$ cat src/sv/segr_pkg.sv
`timescale 1ns / 1ps
// ----------------------------------------------------------------------------
// segr_pkg
// Shared types and codes of the segmented regression basis row core.
// ----------------------------------------------------------------------------
package segr_pkg;

  typedef struct packed {
    logic [31:0] loc;
    logic [31:0] slope;
    logic [31:0] jump;
    logic [15:0] gap;
  } bp_entry_t;

  typedef struct packed {
    logic [2:0]  idx;
    logic [31:0] tc;
    logic [31:0] jc;
    logic [31:0] z;
    logic [30:0] w;
    logic        flag;
  } bp_result_t;

  // register map, word index
  localparam logic [2:0] REG_TERM_KIND     = 3'd0;
  localparam logic [2:0] REG_LINEAR_ENABLE = 3'd1;
  localparam logic [2:0] REG_LINEAR_SLOPE  = 3'd2;
  localparam logic [2:0] REG_RANGE_LOW     = 3'd3;
  localparam logic [2:0] REG_RANGE_HIGH    = 3'd4;
  localparam logic [2:0] REG_ACTIVE_BP     = 3'd5;

  localparam logic [1:0] KIND_CONT = 2'd0;
  localparam logic [1:0] KIND_JUMP = 2'd1;
  localparam logic [1:0] KIND_BOTH = 2'd2;

  localparam logic CMD_LOAD   = 1'b0;
  localparam logic CMD_SAMPLE = 1'b1;

  localparam logic signed [63:0] I32_MAX = 64'sd2147483647;
  localparam logic signed [63:0] I32_MIN = -64'sd2147483648;
  localparam logic [30:0]        W_MAX   = 31'h7fffffff;

endpackage

$ cat src/sv/segregation_placeholder_never.sv
`timescale 1ns / 1ps
// ----------------------------------------------------------------------------
// segr_sat
// Saturation of a wide signed value to a 32-bit signed field.
// ----------------------------------------------------------------------------
module segr_sat
  import segr_pkg::*;
(
  input  logic signed [63:0] val,
  output logic [31:0]        res,
  output logic               sat
);

  always_comb begin
    if (val > I32_MAX) begin
      res = 32'h7fffffff;
      sat = 1'b1;
    end else if (val < I32_MIN) begin
      res = 32'h80000000;
      sat = 1'b1;
    end else begin
      res = val[31:0];
      sat = 1'b0;
    end
  end

endmodule

$ cat config.mk
export PLATFORM = sky130hd
export DESIGN_NAME = segr_sat
export DESIGN_NICKNAME = d
export VERILOG_FILES = /design/src/sv/segr_pkg.sv /design/src/sv/segregation_placeholder_never.sv
export SDC_FILE = /design/constraint.sdc
export NUM_CORES = 1
export LEC_CHECK = 0
export BUFFER_PORTS_ARGS = -buffer_cell sky130_fd_sc_hd__buf_2
export CORE_UTILIZATION = 36
export DETAILED_ROUTE_END_ITERATION = 12
export GPL_TIMING_DRIVEN = 1
export PLACE_DENSITY = 0.9
export SYNTH_ARGS = -nofsm -noshare
export SYNTH_HDL_FRONTEND = slang
export SYNTH_SLANG_ARGS = --single-unit
$ cat constraint.sdc
create_clock -name vclk -period 2.7
set_clock_uncertainty 0.2 [all_clocks]
set_input_delay 0.135 -clock vclk [all_inputs]
set_output_delay 0.135 -clock vclk [all_outputs]
set_load 0.01 [all_outputs]
==> results.yml <==
run_status:
  outcome: "completed"
grt:
  grt_pass1_vias: 799
  gr-usage-all-layers_pct: 18.77
  wire_length_of_the_first_global_routing_pass_mm: 3.201
  initial_antenna_violation_count: 0
  grt_max_degree: 35
  grt_overflow: 0
final_layout:
  antenna_cells: 0
  fillerInstances: 193
  nFlopsAndLatches: 0
  layout.cells.most_common: "buf_2"
  ff_latch_area_um2: 0
  clkbuf_count: 0
  finish.net_count: 253
  ratio_of_cells_with_drive_above_1_in_the_final_layout_pct: 54.55
  final_cell_mix: "97 x buf_2, 31 x nand2b_1, 31 x o211a_1"
  finalInstanceArea_um2: 1210
  area_growth_pct: 61.71
  layout.cells.non_filler: 214
synthesis:
  synthDominantAreaCellType: "o211a_1"
  post_synth_instance_area_um2: 748.2
  postSynthAreaPerCell_um2: 7.635
  synthTopCellsByArea: "o211a_1 41%, nand2b_1 26%, nand4_1 8.4%, nor4_1 5.0%, buf_6 4.5%"
  gate_count_of_the_mapped_netlist: 98
  post-synth-top-area-fraction_pct: 41.47
  syn_nets: 162
  synth-seq-area-share_pct: 0
  synth_cell_types: 14
  synthesis.yosys.warnings: 0
setup_path:
  startpoint_type: "primary input"
  worst_setup_path_startpoint: "val[57]"
  timing.critical_path.to_type: "output pin"
  crit_type: "primary input to output pin"
  timing.critical_path.fanout_max: 31
  worstPathArrival_ns: 1.69
  required_ns: 2.37
cts:
  cells_resized_by_post_cts_repair: 0
  hold_buffers: 0
  post-cts-setup-buffer-count: 0
detailed_routing:
  wl_per_cell_um: 11.74
  totalWireLength_mm: 2.512
  avgViaCountPerCell: 5.393
  drcViolationCount: 0
  detail_route.first_pass.iterations: 6
  ant_nets: 0
  vias: 1154
  iteration_0_drc_count_of_the_detailed_router: 16
power:
  powerDensity_nw_per_um2: 139.0
  ir_drop_mv: 0.09707
  power.leakage_nw: 0.7450
place:
  number_of_port_buffers: 97
  post-dp-hpwl_mm: 1.978
  postPlaceCellArea_um2: 1210
  placed_cells_incl_taps: 214
  final_weighted_congestion_in_routability_driven_placement: 0.7502
timing:
  final_min_period_over_clock_period_pct: 75.08
  post-route-min-period_ns: 2.027
  finalSetupViolCount: 0
  slew_headroom_pct: 78.35
  max_clock_freq_ghz: 0.4933
  hold_violation_count_in_the_final_report: 0
  finalMaxSlewViolations: 0
  worstMarginPinSlew_ns: 0.3247
  grt_setup_unrepaired: "no"
  setup-tns-final_ns: 0
flow_run:
  timing.max_cap.violations: 0
hold_path:
  holdPathStages: 3
  worst_hold_path_type: "primary input to output pin"
  hold_path_end: "res[0]"
  min-delay-start: "val[0]"
floorplan:
  die_height_um: 47.59
  chipWidth_um: 47.59
  io_pins: 97
  row_count: 16
  die_area_um2: 2265
  initial_core_util_pct: 38.14
  floorplan.core_area_um2: 1962
logic make-up after synthesis:
kind of cell           Yosys count  synth area share [%]
and+or+nand+nor                 54                 45.65
AOI/OAI and AO/OA               33                 43.65
buffers and inverters           11                 10.70
layout make-up:
| cell class | instances | area, µm² | share of cell area (%) |
|---|---|---|---|
| timing repair buffer | 100 | 508.0 | 41.99 |
| tap | 27 | 33.78 | 2.792 |
| multi-input combinational | 87 | 668.1 | 55.22 |
through the flow:
step	setup WS (ns)	power, mW	utilization (%)	hold slack [ns]
2_1_floorplan	1.018	0.08066	-	0.1715
3_3_place_gp	0.7174	0.1636	61.67	0.4025
3_5_place_dp	0.6857	0.1680	61.67	0.4030
4_1_cts	0.6891	0.1684	61.67	0.4073
5_1_grt	0.5704	0.1868	61.67	0.4205
6_report	0.6727	0.1682	61.67	0.4052
cell usage after synthesis:
cell and number:
nand2b_1 31, o211a_1 31, nand4_1 10, nor4_1 6, buf_2 4, buf_4 3
buf_6 3, nor2_1 2, or3_1 2, or4_1 2, a21boi_1 1, clkbuf_1 1
nor4_2 1, o21ai_2 1
where the power goes:
| group | leakage (nW) | internal, mW | switching (mW) |
|---|---|---|---|
| logic | 0.745 | 0.0898 | 0.0784 |
| registers | 0 | 0 | 0 |
| clock network | 0 | 0 | 0 |
worst max path at each step:
stage / end / slack [ns]
2_1_floorplan: res[10] / 1.02
3_3_place_gp: res[6] / 0.72
3_5_place_dp: res[28] / 0.69
4_1_cts: res[28] / 0.69
5_1_grt: res[25] / 0.57
6_report: res[28] / 0.67
critical path: stages:
cell,delay (ns)
buf_2,0.10
nand4_1,0.09
or4_1,0.56
o21ai_2,0.15
buf_4,0.30
o211a_1,0.21
buf_2,0.14
metal layers:
metal	up-vias	track usage (%)	part of all wire, %
li1	569	-	-
met1	517	21.33	39
met2	68	40.27	53
met3	0	0.3774	8.2
met4	0	0	0
met5	-	0	0
No activity file was read; power rests on OpenSTA's default activity.
