## src/sv/segr_div.sv

```systemverilog
`timescale 1ns / 1ps
// ----------------------------------------------------------------------------
// segr_div
// Restoring unsigned divider, one quotient bit per cycle.
// ----------------------------------------------------------------------------
module segr_div #(
  parameter int NW = 34,
  parameter int DW = 33
) (
  input  logic          clk,
  input  logic          rst,
  input  logic          start,
  input  logic [NW-1:0] num,
  input  logic [DW-1:0] den,
  output logic          done,
  output logic [NW-1:0] quo
);

  localparam int CW = $clog2(NW + 1);

  logic [DW-1:0] rem;
  logic [DW-1:0] den_q;
  logic [CW-1:0] cnt;
  logic          busy;
  logic [DW:0]   trial;
  logic [DW:0]   diff;

  assign trial = {rem, quo[NW-1]};
  assign diff  = trial - {1'b0, den_q};

  always_ff @(posedge clk) begin
    if (rst) begin
      busy <= 1'b0;
      done <= 1'b0;
      cnt  <= '0;
    end else begin
      done <= 1'b0;
      if (start) begin
        busy <= 1'b1;
        cnt  <= CW'(NW);
      end else if (busy) begin
        cnt <= cnt - 1'b1;
        if (cnt == CW'(1)) begin
          busy <= 1'b0;
          done <= 1'b1;
        end
      end
    end
  end

  always_ff @(posedge clk) begin
    if (start) begin
      rem   <= '0;
      quo   <= num;
      den_q <= den;
    end else if (busy) begin
      if (!diff[DW]) begin
        rem <= diff[DW-1:0];
        quo <= {quo[NW-2:0], 1'b1};
      end else begin
        rem <= trial[DW-1:0];
        quo <= {quo[NW-2:0], 1'b0};
      end
    end
  end

endmodule

```

## config.mk

```make
export PLATFORM = sky130hd
export DESIGN_NAME = segr_div
export DESIGN_NICKNAME = d
export VERILOG_FILES = /design/src/sv/segr_div.sv
export SDC_FILE = /design/constraint.sdc
export NUM_CORES = 1
export LEC_CHECK = 0
export ABC_AREA = 1
export BUFFER_PORTS_ARGS = -buffer_cell sky130_fd_sc_hd__buf_2
export CAP_MARGIN = 20
export CORE_MARGIN = 5
export CORE_UTILIZATION = 58
export CTS_BUF_LIST = sky130_fd_sc_hd__clkbuf_8
export DETAILED_ROUTE_END_ITERATION = 8
export GPL_TIMING_DRIVEN = 0
export PLACE_DENSITY = 0.81
export SLEW_MARGIN = 20
export SYNTH_ARGS = -nofsm -noshare
export SYNTH_HDL_FRONTEND = slang
export SYNTH_SLANG_ARGS = --single-unit
export TNS_END_PERCENT = 30
```

## constraint.sdc

```tcl
create_clock -name clk -period 5.03 [get_ports clk]
set_input_delay 0.2515 -clock clk [delete_from_list [all_inputs] [get_ports clk]]
set_output_delay 0.2515 -clock clk [all_outputs]
set_load 0.005 [all_outputs]
```

==> flow_summary.json <==
{
  "placementRows": 40,
  "drcViolationCount": 0,
  "synth_flop_cell": "edfxtp_1",
  "yosys-top-cells-count": "nand2_1, inv_1, nand3_1",
  "startpoint_type": "flop",
  "path_max_fanout": 3,
  "grt_antenna_before_repair": 0,
  "clkPwrFrac_pct": 28.6,
  "swShare_pct": 28.9,
  "n_antenna_cell": 0,
  "async_flop_share_pct": 0,
  "cp_data_arrival_time_ns": 2.83,
  "post-synth-top-area-cell": "edfxtp_1",
  "ios": 105,
  "power.internal_w": 0.00130,
  "fmax_mhz": 401,
  "cp-end-kind": "flop",
  "post_cts_buffers": 0,
  "h-tree-depth": 3,
  "gp_congestion": 0.975,
  "p_leak_nw": 4.54,
  "period_share_pct": 49.6,
  "pwr-share-seq_pct": 56.4,
  "path_class": "flop to flop",
  "hold_violations": 0,
  "fin_worst_skew_ns": 0.0159,
  "syn2layout_area_growth_pct": 13.7,
  "ys_seq_area_share_pct": 39.6,
  "combPwrFrac_pct": 15.0,
  "ant_nets": 0,
  "cts_buffers": 9,
  "ir_worst_vdd_mv": 0.255,
  "hp-class": "primary input to flop",
  "dieArea_um2": 14600,
  "rrSetupSlack_ns": 2.54,
  "cp.required_ns": 5.37,
  "drt-initial-drc-count": 512,
  "routed_via_density": 4.94,
  "switchingPower_w": 0.000528,
  "cts_resized": 0,
  "routed_wl_um": 17900,
  "cellPowerDensity_nw_per_um2": 225,
  "grt_max_degree": 37,
  "synth-seq-cells": 108,
  "yosys.area.top_type_share_pct": 28.1,
  "dp_hpwl_um": 14000,
  "synth.most_common_cell": "nand2_1",
  "die-width_um": 121,
  "grt_overflow": 0,
  "drv_cap": 0,
  "cts_root_buffer": "clkbuf_8",
  "timing.rr.end": "rem[32]",
  "post_drt_wl_per_cell_um": 13.3,
  "whs_endpoint": "den_q[10]",
  "r2r_cells": 18,
  "clk_pin_slew_ns": 0.12,
  "instances_no_fill": 1346,
  "vias": 6652,
  "slew_headroom_pct": 42.3,
  "hp-start": "den[10]",
  "drv_slew": 0,
  "period_needed_ns": 2.49,
  "grt_pass1_vias": 6304,
  "placed_cells": 1323,
  "cts_tree": "yes",
  "clk_latency_ns": 0.40,
  "core_area_um2": 12100,
  "grtUsageTotal_pct": 24.9,
  "syn_avg_cell_area_um2": 6.80,
  "synth_cell_type_count": 37,
  "drive_gt1_share_pct": 12.8,
  "synth_nets": 1157,
  "worst_hold_path.num_cells": 1,
  "synth_edf_count": 67,
  "timing.rr.start": "quo[33]",
  "portBuffers": 104,
  "ys_top_cells_by_area": "edfxtp_1, nand2_1, dfxtp_1",
  "worst_pin_slew_ns": 0.866,
  "layout.nets": 1279,
  "clockBufferDepth": 2,
  "cts_hold_buf": 0,
  "syn-instance-count": 1051,
  "finalSetupViolCount": 0,
  "cts_num_sinks": 108,
  "firstDrtPassIters": 6,
  "synth_area_um2": 7150,
  "grt_pass1_wl_um": 29300,
  "status": "completed",
  "initial_core_util_pct": 59.3,
  "tns_ns": 0,
  "rsz0062_at_grt": "false",
  "fp.dieH_um": 121,
  "yosysWarnings": 0
}
power groups by stage:
| stage | clock network, W | registers [W] | logic (W) |
|---|---|---|---|
| after floorplan | 0 | 0.00105 | 0.000159 |
| after CTS | 0.000532 | 0.00103 | 0.000269 |
| after global placement | 0 | 0.00105 | 0.000263 |
| final | 0.000522 | 0.00103 | 0.000274 |
| after detailed placement | 0 | 0.00105 | 0.000269 |
| after global routing | 0.000567 | 0.00104 | 0.000311 |
routing by layer:
layer | part of all wire, % | GRT usage, % | vias up
li1 | - | - | 3464
met1 | 44 | 32.7 | 2959
met2 | 46 | 41.1 | 202
met3 | 8.1 | 6.43 | 27
met4 | 1.5 | 6.37 | 0
met5 | 0 | 0 | -
cell type report:
cell class                      count  area (µm²)
Fill cell                        1100        3930
Multi-Input combinational cell    719        3430
Sequential cell                   108        2830
Inverter                          202         758
Timing Repair Buffer              111         591
Tap cell                          168         210
Buffer                             22         126
Clock buffer                        9         124
Clock inverter                      7        55.1
registers in the layout, indices dropped and copies added (netlist names):
| signal | count |
|---|---|
| cnt | 6 |
| den_q | 33 |
| done | 1 |
| busy | 1 |
| rem | 33 |
| quo | 34 |
placed cells by master (no fill, tap or decap), types with 2 or more instances in the layout:
cell	n
dlygate4sd3_1	7
clkbuf_8	9
clkinv_1	2
nand2_1	447
nor2_4	2
nand3_1	95
dfxtp_1	41
o21ai_1	2
buf_4	4
o21ai_0	3
nor3b_1	2
nor2_1	49
xor2_1	8
ha_1	35
nand3_2	2
clkbuf_1	10
nand2_4	3
inv_6	4
nand4_1	9
a21oi_1	21
xnor2_1	10
nand2_2	6
nand3b_1	3
nor2_2	2
inv_1	198
inv_2	3
nor3_1	8
buf_2	109
edfxtp_1	67
buf_6	3
and3_1	2
o21bai_1	2
cell families (layout without fill, tap and decap cells):
group	count (synthesis)	in the layout	synth area share [%]
flip-flops	108	108	39.6
buffers and inverters	224	351	12.4
adder cells (fa/ha/maj)	36	36	6.41
AO/OA/AOI/OAI	31	31	2.38
AND/OR/NAND/NOR	634	634	37.0
XOR/XNOR	18	18	2.21
through the flow:
stage | area, µm² | hold WS, ns | setup WS, ns | power [W] | utilization, %
after floorplan | 7150 | 0.330 | 3.03 | 0.00121 | -
after global placement | 7880 | 0.428 | 1.96 | 0.00131 | 65.3
after detailed placement | 7880 | 0.430 | 2.30 | 0.00132 | 65.3
after CTS | 8060 | 0.00577 | 2.57 | 0.00183 | 66.8
after global routing | 8130 | 0.000125 | 2.37 | 0.00192 | 67.4
final | 8130 | 0.0167 | 2.54 | 0.00183 | 67.4
worst max-delay path by stage:
stage,from,to
final,quo[33],rem[32]
after global routing,quo[33],rem[32]
after CTS,quo[33],rem[32]
after detailed placement,start,quo[3]
after global placement,start,quo[3]
after floorplan,quo[33],rem[24]
worst max-delay path, cell delays in order, from the launching register on:
cell and delay [ns]:
edfxtp_1 0.39, inv_1 0.07, ha_1 0.22, fa_1 0.41, inv_1 0.12, nand2_1 0.07
nand2_1 0.08, nand3_1 0.07, nand2_1 0.16, nand2_1 0.10, nand2_1 0.17, nand2_1 0.12
nand2_1 0.08, nand2_1 0.05, nand2_1 0.07, inv_1 0.05, nand2_1 0.05, nand3_1 0.06
nand2_1 0.11
Power figures use the tool's default switching activity.
