File: src/sv/segr_pkg.sv
`timescale 1ns / 1ps
// ----------------------------------------------------------------------------
// segr_pkg
// Shared types and codes of the segmented regression basis row core.
// ----------------------------------------------------------------------------
package segr_pkg;

  typedef struct packed {
    logic [31:0] loc;
    logic [31:0] slope;
    logic [31:0] jump;
    logic [15:0] gap;
  } bp_entry_t;

  typedef struct packed {
    logic [2:0]  idx;
    logic [31:0] tc;
    logic [31:0] jc;
    logic [31:0] z;
    logic [30:0] w;
    logic        flag;
  } bp_result_t;

  // register map, word index
  localparam logic [2:0] REG_TERM_KIND     = 3'd0;
  localparam logic [2:0] REG_LINEAR_ENABLE = 3'd1;
  localparam logic [2:0] REG_LINEAR_SLOPE  = 3'd2;
  localparam logic [2:0] REG_RANGE_LOW     = 3'd3;
  localparam logic [2:0] REG_RANGE_HIGH    = 3'd4;
  localparam logic [2:0] REG_ACTIVE_BP     = 3'd5;

  localparam logic [1:0] KIND_CONT = 2'd0;
  localparam logic [1:0] KIND_JUMP = 2'd1;
  localparam logic [1:0] KIND_BOTH = 2'd2;

  localparam logic CMD_LOAD   = 1'b0;
  localparam logic CMD_SAMPLE = 1'b1;

  localparam logic signed [63:0] I32_MAX = 64'sd2147483647;
  localparam logic signed [63:0] I32_MIN = -64'sd2147483648;
  localparam logic [30:0]        W_MAX   = 31'h7fffffff;

endpackage

File: src/sv/segr_cell.sv
`timescale 1ns / 1ps
// ----------------------------------------------------------------------------
// segr_cell
// One breakpoint cell: holds a table entry and one stage of the result chain.
// ----------------------------------------------------------------------------
module segr_cell
  import segr_pkg::*;
(
  input  logic       clk,
  input  logic       wr_en,
  input  bp_entry_t  wr_entry,
  output bp_entry_t  entry,
  input  logic       shift_en,
  input  bp_result_t res_in,
  output bp_result_t res_out
);

  always_ff @(posedge clk) begin
    if (wr_en) begin
      entry <= wr_entry;
    end
    // results move one cell toward the head
    if (shift_en) begin
      res_out <= res_in;
    end
  end

endmodule

File: config.mk
export PLATFORM = sky130hd
export DESIGN_NAME = segr_cell
export DESIGN_NICKNAME = d
export VERILOG_FILES = /design/src/sv/segr_pkg.sv /design/src/sv/segr_cell.sv
export SDC_FILE = /design/constraint.sdc
export NUM_CORES = 1
export LEC_CHECK = 0
export ABC_AREA = 1
export BUFFER_PORTS_ARGS = -buffer_cell sky130_fd_sc_hd__buf_2
export CORE_AREA = 2 2 188 190
export CTS_CLUSTER_DIAMETER = 100
export DETAILED_ROUTE_END_ITERATION = 12
export DIE_AREA = 0 0 190 192
export PLACE_DENSITY = 0.44
export SLEW_MARGIN = 20
export SYNTH_ARGS = -nofsm -noshare
export SYNTH_HDL_FRONTEND = slang
export SYNTH_SLANG_ARGS = --single-unit
File: constraint.sdc
create_clock -name clk -period 0.8 [get_ports clk]
set_input_delay 0.12 -clock clk [delete_from_list [all_inputs] [get_ports clk]]
set_output_delay 0.12 -clock clk [all_outputs]
set_load 0.02 [all_outputs]
==> run summary, run 1 <==
In the final routed layout, each cell accounts on average for 16.5 um. The number of core rows is 68. The cell count of the worst hold path is 2.

The max-capacitance violation count is 0. The share of the cycle needed by the critical path after routing is 1.59. The buffer levels on the longest clock path came out at 3. The count of port buffers added during placement is 488.

The portion of the post-synthesis area used by sequential elements is 1.00. The launch point of the worst hold path is wr_en. For met1 alone, demand over resource in global routing was 0.125. The power consumption is 32.0 mW. Along the worst path, the maximum fanout reaches 1. The clock transition time at the flip-flop clock pins of the worst setup and hold paths is 60 ps. The count of buffers added by post-CTS timing repair for setup is 0.

CTS built an H-tree with a depth of 1. The count of endpoints failing hold in the final timing report came to 0. The global-route wire length before repair came out at 33,600 um.

During I/O placement, the number of pins put on the boundary was 489. The global router's overall resource usage came out at 0.123. The number of remaining DRC errors is 0. The signal on the critical path passes through buf_6. For this design the static power due to leakage is 6.23 nW. Setup repair after global routing could not meet its margin everywhere. The path with the worst hold slack has its endpoint at entry[53]$_DFFE_PP_.

The synthesized net count came out at 489. The slew of the pin with the lowest slew margin is 240 ps. The width of the die came out at 190 um. The final cell count without fillers came out at 1,495. The final layout contains routed wiring with a total length of 24,700 um.

The CTS tree is yes. After legalization and detailed placement, the total HPWL measured 17,000 um. After detailed placement, the design holds a cell count of 1,200.

Each instance of the synthesized netlist takes up on average 30.0 sq um. The flow ran to the end, but the final reports show violations. The synthesized area came out at 0.00730 sq mm.

The largest individual stage delay along the critical path comes from the cell sky130_fd_sc_hd__edfxtp_1. At the end of the flow, the number of nets in the layout was 1,266. The initial antenna violation count came out at 0.

The post-synthesis instance total is 243. The layer flagged by global routing as most heavily used is met2. The number of multi-input logic gates is 0. The count of final max-slew check failures came out at 0. The area of the multi-input gates is 0 sq um. The number of vias per cell came out at 3.70. Of the post-synthesis cell area, the dominant cell type holds 1.00. The core region area came out at 0.0343 sq mm. The number of failing setup endpoints in the final timing report came out at 243.

The via count of the first global-routing pass is 5,919. The TritonCTS sink count is 243. The layout has 3,026 filler cells.

For met3 alone, demand over resource in global routing was 0.0499. The first TritonRoute pass finished after 4 iterations. Dividing total power by cell area gives a power density of 2140 mW/mm^2.

The clock period minus final worst setup slack came out at 1270 ps. The die extent in y is 192 um. The worst-case hold slack is 50.9 ps. The minimum setup slack in the final design is -471 ps. The critical path is of the flip-flop to output pin type.

STA puts the critical path data arrival time at 1150 ps. Summed over all layers, the global routing overflow is 0. The peak supply drop came out at 1.81 mV.

The category of the worst setup path launch point is a flip-flop. The initial cell density of the core came out at 0.213. The area overhead of the layout relative to synthesis is 106%. The count of unique library cells instantiated by Yosys is 1. The checks that failed: setup timing. The number of buffer and inverter stages on the critical path came out at 1. The number of flip-flops and latches in the synthesized netlist is 243.

The kind of cell with the highest combined delay along the critical path is flip-flops. The root buffer cell chosen for the clock tree is sky130_fd_sc_hd__clkbuf_16. The global-route met2 utilization is 0.225. The fraction of the core area covered by cells at the end of the flow is 0.438.

The number of inserted diodes came out at 0. Entering global routing, the biggest net connects 39 pins. The die covers 0.0365 sq mm.

The TritonCTS buffer count came out at 27. In the post-synthesis netlist, the biggest area contributors are sky130_fd_sc_hd__edfxtp_1. The number of nets still failing antenna checks after routing is 0.

The largest single stage delay on the critical path is 430 ps. The path category of the worst min-delay check is input pin to flip-flop. Of all cell types, the one taking the most synthesized area is sky130_fd_sc_hd__edfxtp_1. The routability congestion estimate from global placement came out at 0.768. The required time at the worst-slack endpoint came out at 680 ps. STA classifies the critical path endpoint as an output pin. The number of synthesis warnings came out at 0. The achievable frequency came out at 787 MHz.

The total number of vias came out at 5,529. In this run, the number of DRC markers left after iteration 0 of detailed routing was 136. The fraction of final layout cells sized beyond drive strength 1 came out at 0.515. The worst-case headroom to the max-slew limit came out at 0.840.
state kept, by name, summed over array words and instances (netlist names):
signal / flops
entry: 112
res_out: 131
logic make-up after synthesis:
kind of cell / Yosys count / synth area share
DFF: 243 / 1.00
metrics by stage:
step | instance area, sq um | setup TNS, ps | setup WS, ps
2_1_floorplan | 7300 | 0 | 231
3_3_place_gp | 10500 | -16790 | -129
3_5_place_dp | 10500 | -18110 | -132
4_1_cts | 14400 | -104850 | -507
5_1_grt | 15000 | -108250 | -513
6_report | 15000 | -95740 | -471
Yosys cell counts:
cell	n
sky130_fd_sc_hd__edfxtp_1	243
worst max path at each step:
stage	to	depth (start not counted)	from	slack, ps
floorplan	entry[0]	0	entry[0]$_DFFE_PP_	230
global placement	res_out[104]$_DFFE_PP_	2	shift_en	-130
detailed placement	res_out[46]$_DFFE_PP_	2	shift_en	-130
CTS	res_out[54]	1	res_out[54]$_DFFE_PP_	-510
global route	res_out[16]	1	res_out[16]$_DFFE_PP_	-510
finish	res_out[54]	1	res_out[54]$_DFFE_PP_	-470
power by group:
group	switching, mW	internal, mW	leakage, nW
Sequential	0.434	15.2	2.38
Clock	4.98	6.25	0.378
Combinational	2.38	2.83	3.47
Total	7.79	24.2	6.23
placed cells by master, fill, tap and decap left out:
cell type                       synthesis  routed
sky130_fd_sc_hd__clkinv_2               0       3
sky130_fd_sc_hd__buf_6                  0     204
sky130_fd_sc_hd__clkbuf_16              0      27
sky130_fd_sc_hd__clkinv_1               0       5
sky130_fd_sc_hd__buf_2                  0     283
sky130_fd_sc_hd__clkbuf_1               0      10
sky130_fd_sc_hd__clkinvlp_4             0       2
sky130_fd_sc_hd__inv_16                 0       1
sky130_fd_sc_hd__buf_4                  0      10
sky130_fd_sc_hd__buf_12                 0       5
sky130_fd_sc_hd__edfxtp_1             243     243
sky130_fd_sc_hd__clkinv_4               0       1
sky130_fd_sc_hd__dlygate4sd3_1          0     246
per-layer routing:
metal	vias to the layer above	wire length, um
li1	2554	-
met1	2642	8510
met2	289	13000
met3	44	2400
met4	0	782
met5	-	0
cell type report:
cell class,count,area (sq um),area share
flip-flops and latches,243,7300,0.486
clock buffers,37,713,0.0475
well taps,455,569,0.0379
repair buffers,748,6350,0.423
clock inverters,12,77.6,0.00517
what timing repair did:
item,CTS,global route
setup endpoints to repair,243,246
resized for setup,202,210
hold buffers,245,2
hold endpoints to repair,248,2
Power figures use the tool's default switching activity.
==> run 2, diff against run 1 <==
--- a/config.mk
+++ b/config.mk
@@ -7,10 +7,10 @@
 export LEC_CHECK = 0
 export ABC_AREA = 1
 export BUFFER_PORTS_ARGS = -buffer_cell sky130_fd_sc_hd__buf_2
-export CORE_AREA = 2 2 188 190
+export CORE_AREA = 2 2 192 194
 export CTS_CLUSTER_DIAMETER = 100
 export DETAILED_ROUTE_END_ITERATION = 12
-export DIE_AREA = 0 0 190 192
+export DIE_AREA = 0 0 194 196
 export PLACE_DENSITY = 0.44
 export SLEW_MARGIN = 20
 export SYNTH_ARGS = -nofsm -noshare
==> constraint.sdc (replaced) <==
create_clock -name clk -period 1.1 [get_ports clk]
set_input_delay 0.165 -clock clk [delete_from_list [all_inputs] [get_ports clk]]
set_output_delay 0.165 -clock clk [all_outputs]
set_load 0.02 [all_outputs]
==> run summary, run 2 (same netlist as run 1, synthesis figures left out) <==
The final layout contains 1,263 nets. The worst setup path is of the flip-flop to output pin kind. The flow ran to the end, but the final reports show violations. Of the total power, the clock network draws 0.364. The worst setup path is launched from a flip-flop. Clock tree synthesis inserted a total of 27 buffers. The detailed-placement wirelength estimate came out at 17,300 um. The largest registers in the layout are res_out (131), entry (112).

The number of optimization iterations in the first detailed-route pass is 4. Measured along the y axis, the die boundary spans 196 um. The core region area came out at 0.0361 sq mm. The share of the cycle needed by the critical path after routing came out at 1.17.

The flip-flop count of the largest register, all copies and words added came out at 131. Walking the worst path, the cells encountered are buf_6. The largest individual stage delay along the critical path comes from the cell sky130_fd_sc_hd__edfxtp_1.

Ranked by flip-flop count, first place goes to res_out. The detail route stage leaves a number of antenna-violating nets equal to 0. The path category of the worst min-delay check is input pin to flip-flop. The TritonCTS sink count came out at 243. TritonCTS built the clock tree. The final reports fail on setup timing. The clock period minus final worst setup slack came out at 1290 ps. Detailed routing inserted a total of 5,488 vias.

The fraction of final layout cells sized beyond drive strength 1 came out at 0.517. The floorplan has 70 rows. Setup violations remaining at the end of the flow were counted as 243.

The register area came out at 0.00730 sq mm. The switching component of the power came out at 5.54 mW. The achievable frequency came out at 777 MHz. The count of endpoints failing hold in the final timing report came out at 0. The worst-case headroom to the max-slew limit is 0.833.

The switching share of power is 0.233. The initial cell density of the core is 0.202. The initial antenna violation count came to 1. The worst slack after detailed placement came out at 97.3 ps. The clock transition time at the flip-flop clock pins of the worst setup and hold paths is 60 ps. The peak supply drop is 1.07 mV.

The largest single stage delay on the critical path is 420 ps. The number of primary I/O pins came out at 489. The combinational share of power is 0.158. The routability congestion estimate from global placement is 0.757. The share of total power dissipated in sequential elements is 0.478. The number of remaining DRC errors came out at 0. Together, buffers and inverters on the worst path number 1. The wire length after detailed routing came out at 24,300 um. The required time at the worst-slack endpoint is 940 ps. The slew of the pin with the lowest slew margin came out at 250 ps. STA classifies the critical path endpoint as an output pin. The count of final max-slew check failures is 0. The mean routed wirelength per cell is 16.1 um.

The die covers 0.0380 sq mm. The buffer levels on the longest clock path came out at 3. The via count of the first global-routing pass is 6,030. The power per cell area came out at 1580 mW/mm^2. The pin count of the biggest net entering global routing is 42. The global router's overall resource usage came out at 0.119. The total negative slack is -30,090 ps. The leakage power figure is 6.24 nW. The max-capacitance violation count is 0. The area of the multi-input gates is 0 sq um. At the worst endpoint, the arrival time is 1120 ps. Clock tree synthesis selected as its root buffer the cell sky130_fd_sc_hd__clkbuf_16.

The count of port buffers added during placement is 488. The final-layout fill cell count came out at 3,235. The internal power contribution came out at 18.2 mW. Leaving out fill and tap cells, the most frequent cell in the layout is sky130_fd_sc_hd__buf_2.

The number of vias per cell came out at 3.64. The minimum setup slack in the final design is -188 ps. The detailed router finished its first iteration with 141 violations. The global-route congestion overflow total came out at 0. The top cell types in the final layout, fill and taps aside, are sky130_fd_sc_hd__buf_2, sky130_fd_sc_hd__dlygate4sd3_1, sky130_fd_sc_hd__edfxtp_1.

The family of cells with the greatest summed delay on the critical path is flip-flops. Of all nets on the critical path, the largest fanout is 1. The number of multi-input logic gates came out at 0.

The global-route wire length before repair is 34,800 um. The width of the die is 194 um. Setup repair after global routing could not meet its margin everywhere. The area overhead of the layout relative to synthesis came out at 106%. In this run the number of H-tree levels came out at 1.
-- run 2: cell types whose count changed in the layout (fill, tap and decap cells not counted), sizes merged, moves of 2 or more --
cell / before / now
clkbuf: 37 / 30
clkinv: 9 / 15
bufinv: 0 / 3
clkinvlp: 2 / 0
dlygate4sd3: 246 / 244
-- run 2: timing repair --
| item | in CTS | in global routing |
|---|---|---|
| endpoints found under the hold margin | 245 | 0 |
| resized for setup | 240 | 162 |
| setup endpoints to repair | 243 | 243 |
| setup buffers | 0 | 0 |
| hold buffers | 244 | 0 |
-- run 2: path summary, 6_finish.rpt --
path / from / to / cells after the start
worst max-delay path: res_out[32]$_DFFE_PP_ / res_out[32] / 1
worst min-delay path: wr_en / entry[79]$_DFFE_PP_ / 2
-- run 2: power by group through the flow --
stage | clock network [mW] | logic (mW) | registers, mW
floorplan | 0 | 0 | 12.4
global route | 9.32 | 3.94 | 11.4
finish | 8.65 | 3.76 | 11.4
detailed placement | 0 | 2.42 | 11.4
CTS | 8.94 | 3.52 | 11.3
global placement | 0 | 2.42 | 11.4
-- run 2: layout make-up --
cell class	count	area share
antenna	1	0.000167
clock buffer	30	0.0457
clock inverter	19	0.0107
sequential	243	0.486
tap	468	0.0390
timing repair buffer	745	0.419
-- run 2: layer usage --
layer,part of all wire,track usage,wire (um),up-vias
li1,-,-,-,2554
met1,0.35,0.128,8580,2550
met2,0.51,0.214,12500,326
met3,0.10,0.0468,2550,58
met4,0.030,0.0432,737,0
met5,0,0,0,-
-- run 2: metrics by stage --
step / hold WS (ps) / util / instance area [sq um] / cells / total power, mW
4_1_cts: 103 / 0.403 / 14500 / 1505 / 23.8
2_1_floorplan: 264 / - / 7300 / 243 / 12.4
6_report: 114 / 0.416 / 15000 / 1506 / 23.8
3_3_place_gp: 342 / 0.291 / 10500 / 1212 / 13.8
5_1_grt: 111 / 0.416 / 15000 / 1506 / 24.7
3_5_place_dp: 343 / 0.291 / 10500 / 1212 / 13.8
